**src/rtl/swmm_pkg.sv**
```systemverilog
// Shared constants and types for the sliding window min/max block.
`timescale 1ns / 1ps
package swmm_pkg;

  localparam int WINDOW_MAX  = 64;
  localparam int SAMPLE_BITS = 16;
  localparam int MIN_WINDOW  = 2;
  localparam int WS_RESET    = 8;
  localparam int WS_BITS     = $clog2(WINDOW_MAX + 1);
  localparam int POS_BITS    = $clog2(4 * WINDOW_MAX);

  typedef struct packed {
    logic                          valid;
    logic signed [SAMPLE_BITS-1:0] value;
    logic [POS_BITS-1:0]           posn;
  } entry_t;

  typedef struct packed {
    logic                          step;
    logic                          insert;
    logic                          clr;
    logic signed [SAMPLE_BITS-1:0] sample;
    logic [POS_BITS-1:0]           curpos;
    logic [WS_BITS-1:0]            ws;
  } ctrl_t;

  typedef struct packed {
    logic                          more;
    logic signed [SAMPLE_BITS-1:0] front;
  } stat_t;

  typedef enum logic {
    ST_IDLE,
    ST_WORK
  } state_t;

endpackage

```
**src/rtl/swmm_cell.sv**
```systemverilog
// One queue cell: holds an entry, shifts from its right neighbor, evicts or takes the sample.
`timescale 1ns / 1ps
module swmm_cell import swmm_pkg::*; (
  input  logic   clk,
  input  logic   rst,
  input  logic   keep_greater,
  input  logic   shift,
  input  ctrl_t  ctrl,
  input  entry_t right,
  input  logic   prev_keep,
  output logic   keep,
  output entry_t cur,
  output entry_t nxt
);

  entry_t view;
  logic   evict;

  always_comb begin
    view = shift ? right : cur;
    view.valid = view.valid & ~ctrl.clr;
    if (keep_greater) begin
      evict = $signed(view.value) <= $signed(ctrl.sample);
    end else begin
      evict = $signed(view.value) >= $signed(ctrl.sample);
    end
    keep = view.valid & ~evict;
    nxt = cur;
    if (ctrl.step) begin
      nxt = view;
      if (ctrl.insert && !keep) begin
        nxt.valid = prev_keep;
        nxt.value = ctrl.sample;
        nxt.posn  = ctrl.curpos;
      end
    end
  end

  always_ff @(posedge clk) begin
    if (rst) begin
      cur.valid <= 1'b0;
    end else begin
      cur.valid <= nxt.valid;
    end
    cur.value <= nxt.value;
    cur.posn  <= nxt.posn;
  end

endmodule

```
**src/rtl/swmm_queue.sv**
```systemverilog
// Monotonic queue built as a row of cells; while stepping, expires at most one front entry per cycle.
`timescale 1ns / 1ps
module swmm_queue import swmm_pkg::*; (
  input  logic  clk,
  input  logic  rst,
  input  logic  keep_greater,
  input  ctrl_t ctrl,
  output stat_t stat
);

  entry_t              cur [WINDOW_MAX];
  logic                keep [WINDOW_MAX];
  entry_t              head_next;
  logic [POS_BITS-1:0] age0;
  logic [POS_BITS-1:0] age1;
  logic                exp0;
  logic                exp1;
  logic                shift;

  assign age0  = ctrl.curpos - cur[0].posn;
  assign age1  = ctrl.curpos - cur[1].posn;
  assign exp0  = cur[0].valid & ~ctrl.clr & (age0 >= POS_BITS'(ctrl.ws));
  assign exp1  = cur[1].valid & ~ctrl.clr & (age1 >= POS_BITS'(ctrl.ws));
  assign shift = ctrl.step & exp0;

  assign stat.more  = exp0 & exp1;
  assign stat.front = head_next.value;

  for (genvar i = 0; i < WINDOW_MAX; i++) begin : g_cell
    entry_t right;
    logic   prev_keep;

    if (i == WINDOW_MAX - 1) begin : g_last
      assign right = '0;
    end else begin : g_mid
      assign right = cur[i+1];
    end

    if (i == 0) begin : g_head
      assign prev_keep = 1'b1;
      swmm_cell u_cell (
        .clk          (clk),
        .rst          (rst),
        .keep_greater (keep_greater),
        .shift        (shift),
        .ctrl         (ctrl),
        .right        (right),
        .prev_keep    (prev_keep),
        .keep         (keep[i]),
        .cur          (cur[i]),
        .nxt          (head_next)
      );
    end else begin : g_body
      assign prev_keep = keep[i-1];
      swmm_cell u_cell (
        .clk          (clk),
        .rst          (rst),
        .keep_greater (keep_greater),
        .shift        (shift),
        .ctrl         (ctrl),
        .right        (right),
        .prev_keep    (prev_keep),
        .keep         (keep[i]),
        .cur          (cur[i]),
        .nxt          ()
      );
    end
  end

endmodule

```
**config.mk**
```make
export PLATFORM = sky130hd
export DESIGN_NAME = swmm_queue
export DESIGN_NICKNAME = d
export VERILOG_FILES = /design/src/rtl/swmm_pkg.sv /design/src/rtl/swmm_cell.sv /design/src/rtl/swmm_queue.sv
export SDC_FILE = /design/constraint.sdc
export NUM_CORES = 2
export LEC_CHECK = 0
export ABC_AREA = 1
export BUFFER_PORTS_ARGS = -buffer_cell sky130_fd_sc_hd__buf_4
export CORE_MARGIN = 1
export CORE_UTILIZATION = 40
export CTS_CLUSTER_DIAMETER = 100
export DETAILED_ROUTE_END_ITERATION = 12
export SLEW_MARGIN = 10
export SYNTH_ARGS = -nofsm -noshare
export SYNTH_HDL_FRONTEND = slang
export SYNTH_SLANG_ARGS = --single-unit
```
**constraint.sdc**
```tcl
create_clock -name clk -period 8.4 [get_ports clk]
set_clock_uncertainty 0.05 [all_clocks]
set_input_delay 0.84 -clock clk [delete_from_list [all_inputs] [get_ports clk]]
set_output_delay 0.84 -clock clk [all_outputs]
set_load 0.02 [all_outputs]
```
; ---- Word level (Yosys, flattened, before mapping)
; Index checks and enable logic that the tools add are counted.
[totals]
mem_count = 0
out_inout_bits = 17
latchBits = 0
register_bits = 1600
mem_bits_ro = 0
in_bits = 37
ram_bits = 0
[classes]
reduce_logical = 256
n_eq_ne = 0
magnitude_cmp = 130
bitwise_logic = 199
n_div = 0
addsub = 2
mux = 193
shifts = 0
multipliers = 0
[ops]
columns = operator, n
row1 = $mux W25, 128
row2 = $ge A16 B16 Y1, 64
row3 = $le A16 B16 Y1, 64
row4 = $and A1 B1 Y1, 134
row5 = $reduce_and A2 Y1, 64
row6 = $reduce_bool A2 Y1, 64
row7 = $not A1 Y1, 65
row8 = $logic_and A1 B1 Y1, 64
row9 = $logic_not A1 Y1, 64
row10 = $mux W1, 64
row11 = $mux W24, 1
row12 = $ge A8 B7 Y1, 2
row13 = $sub A8 B8 Y8, 2

; ---- Logic depth before layout (Yosys ltp)
[logic_depth]
depth_word = 13
depth_mapped = 44
mapped_depth_nobuf = 38

; ---- Hierarchy
; From an unflattened synthesis, not the netlist that was laid out.
[hier_totals]
hier_cells = 20711
hier_area_um2 = 132726.0
[modules_own_cells]
columns = mod, area_per_inst_um2, n_inst, cells_per_inst
row1 = swmm_cell (g_cell[14].g_body.u_cell ...), 2024.4, 29, 323
row2 = swmm_cell (g_cell[45].g_body.u_cell ...), 2031.9, 14, 324
row3 = swmm_cell (g_cell[58].g_body.u_cell ...), 2029.4, 11, 324
row4 = swmm_cell (g_cell[0].g_head.u_cell ...), 2223.4, 9, 308
row5 = swmm_cell (g_cell[21].g_body.u_cell), 2232.1, 1, 309
row6 = swmm_queue, 1003.5, 1, 163

; ---- Worst setup path before layout
; Ideal clock, no wire load.
[synth_path]
path_type = input -> output
start = in ctrl[7] (netlist name)
end = out stat[11] (netlist name)
path_buffers = 7
setup_slack_ns = 1.848
path_stages = 39
t_arrival_ns = 5.662
cell_sequence = inv_1 -> clkbuf_1 -> clkbuf_1 -> ha_1 -> inv_1 -> fa_1 -> nand3_1 -> nand2_1 -> xnor2_1 -> inv_1 -> ha_1 -> nand2_1 -> inv_1 -> nand2_1 -> nand2_1 -> nand2_1 -> nand2_4 -> nand3_4 -> [... 3 more ...] -> buf_2 -> nand2_1 -> o21a_1 -> inv_1 -> ha_1 -> nand2_1 -> nor2_1 -> nand2_1 -> o21ai_0 -> nor2_1 -> nor2_1 -> nand3_1 -> nand2_1 -> inv_1 -> buf_2 -> nand2_1 -> nand3_1 -> nand2_1
[synth_lines]
columns = item, line
row1 = from (decl), swmm_queue.sv:7  ; input ctrl_t ctrl,
row2 = to (decl), swmm_queue.sv:8  ; output stat_t stat

==> impl_metrics.toml <==
[worst_hold_path]
worst_hold_startpoint = "ctrl[22]"
worst_hold_path_type = "in2reg"
worst_hold_path.num_cells = 3

[clock_tree]
cts.sinks = 1600
cts_post_setup_buffers_inserted = 0
tritoncts = "done"
cts.clk_slew.worst_paths_ns = 0.06
cts-buffers-inserted = 184
cts-root-to-sink-buffers = 3
cts-resized-gates = 0
cts_max_level = 4
worst_skew_pair.late_latency_ns = 0.86
hold_buffers = 0
clock_tree.root_cell = "sky130_fd_sc_hd__clkbuf_16"

[global_route]
track_usage_pct = 21.8
most_congested_layer_reported_by_global_routing = "met2"
gr-usage-met2_pct = 33.0
number_of_antenna_violations_at_the_first_check_in_global_routing = 4
maximum_number_of_pins_on_one_net_before_global_route_repair = 153
grt_pass1_wl_um = 461000
gr-total-overflow = 0
grt.met3_usage_pct = 3.29
met1_track_demand_over_resource_pct = 32.4
number_of_global_route_vias_before_repair = 79700

[routing]
finalWirelength_um = 294000
drt.antenna.violating_nets = 0
route.detailed.wl_per_inst_um = 18.5
drt_iter0_markers = 8286
detail_route.drc_violations = 0
detailedRoute.firstPassIterationCount = 6
via_per_inst = 5.44
detailroute.via_count = 86500

[setup_path]
critPathLaunchType = "primary input"
setup.worst_path.end_class = "primary output"
worstReg2RegStart = "g_cell[0].g_head.u_cell.cur[0]"
reg2regPathDepth = 31
path_class = "in2out"
dominant_cell_type_by_count_on_the_critical_path = "sky130_fd_sc_hd__nand2_1"
cp_data_required_time_ns = 7.51
worst_path_max_delay_cell = "sky130_fd_sc_hd__inv_8"
critPathMaxStageDelay_ns = 0.60
worst-path-max-fanout = 83
critical_path.startpoint = "ctrl[7]"
crit_arrival_ns = 6.30

[power]
internal-power_mw = 16.2
vdd_ir_drop_max_mv = 0.239
leakage_nw = 47.9
power_per_cell_area_mw_per_mm2 = 201
comb_power_share_pct = 19.7
power.clock.fraction_pct = 37.5
power.share.switching_pct = 29.8
total_power_after_layout_mw = 23.0
power.net_switching_mw = 6.86
sequentialPowerShare_pct = 42.8

[placement]
post-place-cells = 15600
portBuffers = 53
globalplace.congestion = 0.833
half_perimeter_wire_length_of_the_detailed_placement_result_um = 190000

[synth]
post_synthesis_share_of_cell_area_spent_on_xor_and_xnor_gates_pct = 0.531
synth.yosys.warnings = 0
mappedNetlistNets = 13700
synth_enable_flop_cells = 1520
synth_top_family_by_area = "simple AND/OR/NAND/NOR gates"
avgSynthCellArea_um2 = 8.35
synth_largest_type_area_fraction_pct = 43.3
synth_flop_cell = "sky130_fd_sc_hd__edfxtp_1"
synth_cell_type_count = 44
fraction_of_registers_with_async_set_or_reset_after_synthesis_pct = 0
synth-compound-area-share_pct = 15.5
yosys.area_share.adder_pct = 12.5
synth.area.top_cells = "sky130_fd_sc_hd__edfxtp_1, sky130_fd_sc_hd__nand2_1, sky130_fd_sc_hd__ha_1"
synth.largest_area_cell = "sky130_fd_sc_hd__edfxtp_1"
synth_simple_gate_area_share_pct = 19.7
synth.cell_area_mm2 = 0.105
synth-seq-area-share_pct = 44.8
synth.mux.area_fraction_pct = 0.380
synth_instances = 12600
postSynthRegisterBits = 1600

[floorplanning]
number_of_cell_rows = 188
die_x_um = 516
placeableCoreArea_mm2 = 0.262
fp.dieArea_mm2 = 0.266
die_height_um = 516
floorplan.io_pins = 54
initial_core_util_pct = 40.2

[flow_run]
maxCapViolations = 0

[final_layout]
final_layout_size_suffix_gt1_share_pct = 4.74
design.final.nets = 13300
syn2layout_area_growth_pct = 8.74
stdcell_count = 15900
finish.utilization_pct = 43.7

[sta]
maxSlewHeadroom_pct = 27.4
fin_hold_ws_ns = 0.260
timing.final.crit_period_ns = 7.19
layout_worst_path_cycle_share_pct = 85.6
maxClockFrequency_mhz = 139
unrepaired_setup_endpoints_after_global_routing = "false"
timing_hold_violations_final = 0
slew_at_the_pin_closest_to_its_max_slew_limit_ns = 1.09
setup_viol = 0
timing.setup.tns_ns = 0
final_slew_violations = 0

[outcome]
outcome = "finished clean"
-- routing by layer --
metal	wire [µm]	vias to the layer above
met5	12	-
met4	5940	2
met3	20700	355
met2	126000	2531
met1	141000	40300
li1	-	43300
-- cell usage in the layout, fill, tap and decap left out, types with 185 or more instances in the layout --
master | synthesis | routed
sky130_fd_sc_hd__nand2_1 | 3626 | 3626
sky130_fd_sc_hd__ha_1 | 1052 | 1052
sky130_fd_sc_hd__inv_1 | 761 | 759
sky130_fd_sc_hd__a21oi_1 | 786 | 786
sky130_fd_sc_hd__o21ai_0 | 1517 | 1517
sky130_fd_sc_hd__clkbuf_16 | 0 | 185
sky130_fd_sc_hd__nand4_1 | 185 | 185
sky130_fd_sc_hd__nand3_1 | 788 | 788
sky130_fd_sc_hd__buf_4 | 96 | 219
sky130_fd_sc_hd__nor2_1 | 283 | 282
sky130_fd_sc_hd__edfxtp_1 | 1520 | 1520
sky130_fd_sc_hd__o21ai_1 | 794 | 794
-- final timing paths --
path | endpoint | slack (ns)
setup reg to reg | g_cell[28].g_body.u_cell.cur[3] | 1.90
setup / recovery | stat[1] | 1.21
hold reg to reg | g_cell[43].g_body.u_cell.cur[24] | 0.41
hold / removal | g_cell[63].g_body.u_cell.cur[15] | 0.26
-- Yosys cell counts, types with 40 or more instances --
cell type	n
sky130_fd_sc_hd__o21ai_0	1517
sky130_fd_sc_hd__o21ai_1	794
sky130_fd_sc_hd__dfxtp_1	80
sky130_fd_sc_hd__nor3_1	44
sky130_fd_sc_hd__buf_4	96
sky130_fd_sc_hd__nor2_1	283
sky130_fd_sc_hd__buf_1	62
sky130_fd_sc_hd__edfxtp_1	1520
sky130_fd_sc_hd__mux2i_1	40
sky130_fd_sc_hd__ha_1	1052
sky130_fd_sc_hd__nand4_1	185
sky130_fd_sc_hd__a21oi_1	786
sky130_fd_sc_hd__nand3_1	788
sky130_fd_sc_hd__buf_2	312
sky130_fd_sc_hd__o21a_1	74
sky130_fd_sc_hd__nand2_1	3626
sky130_fd_sc_hd__inv_1	761
sky130_fd_sc_hd__clkbuf_1	366
-- registers in the layout, summed over array words and instances, names as in the netlist --
register / count
g_cell.g_body.u_cell.cur: 1575
g_cell.g_head.u_cell.cur: 25
-- cells by family after synthesis --
kind of cell             Yosys count
buffers and inverters           1633
adder cells (fa/ha/maj)         1054
AO/OA/AOI/OAI                   3216
XOR/XNOR                          64
multiplexers                      40
flip-flops                      1600
AND/OR/NAND/NOR                 5032
-- worst max-delay path, delay by kind of cell --
kind	cells	cell delay, ns
AND/OR/NAND/NOR	16	1.58
adder cells (fa/ha/maj)	4	1.04
XOR/XNOR	1	0.13
AO/OA/AOI/OAI	5	0.67
buffers and inverters	9	1.90
-- per-stage QoR --
stage          area, µm²  setup slack [ns]
2_1_floorplan     105000              1.85
3_3_place_gp      108000             0.882
3_5_place_dp      108000             0.890
4_1_cts           115000              1.23
5_1_grt           115000             0.762
6_report          115000              1.21
-- layout make-up --
| cell class | instances | area [µm²] |
|---|---|---|
| fill | 25800 | 148000 |
| multi-input combinational | 9406 | 51300 |
| sequential | 1600 | 47200 |
| clock buffer | 222 | 4840 |
| tap | 3515 | 4400 |
| inverter | 788 | 3080 |
| timing repair buffer | 254 | 2310 |
| clock inverter | 122 | 1530 |
| antenna | 2 | 5.00 |
-- power by group through the flow --
stage	clock network (mW)	logic, mW	registers [mW]
after floorplan	0	3.32	9.87
after global placement	0	4.45	10.0
after detailed placement	0	4.51	10.0
after CTS	8.77	4.54	9.85
after global routing	9.05	5.24	9.91
final	8.63	4.54	9.85
(Power assumes the default switching activity.)
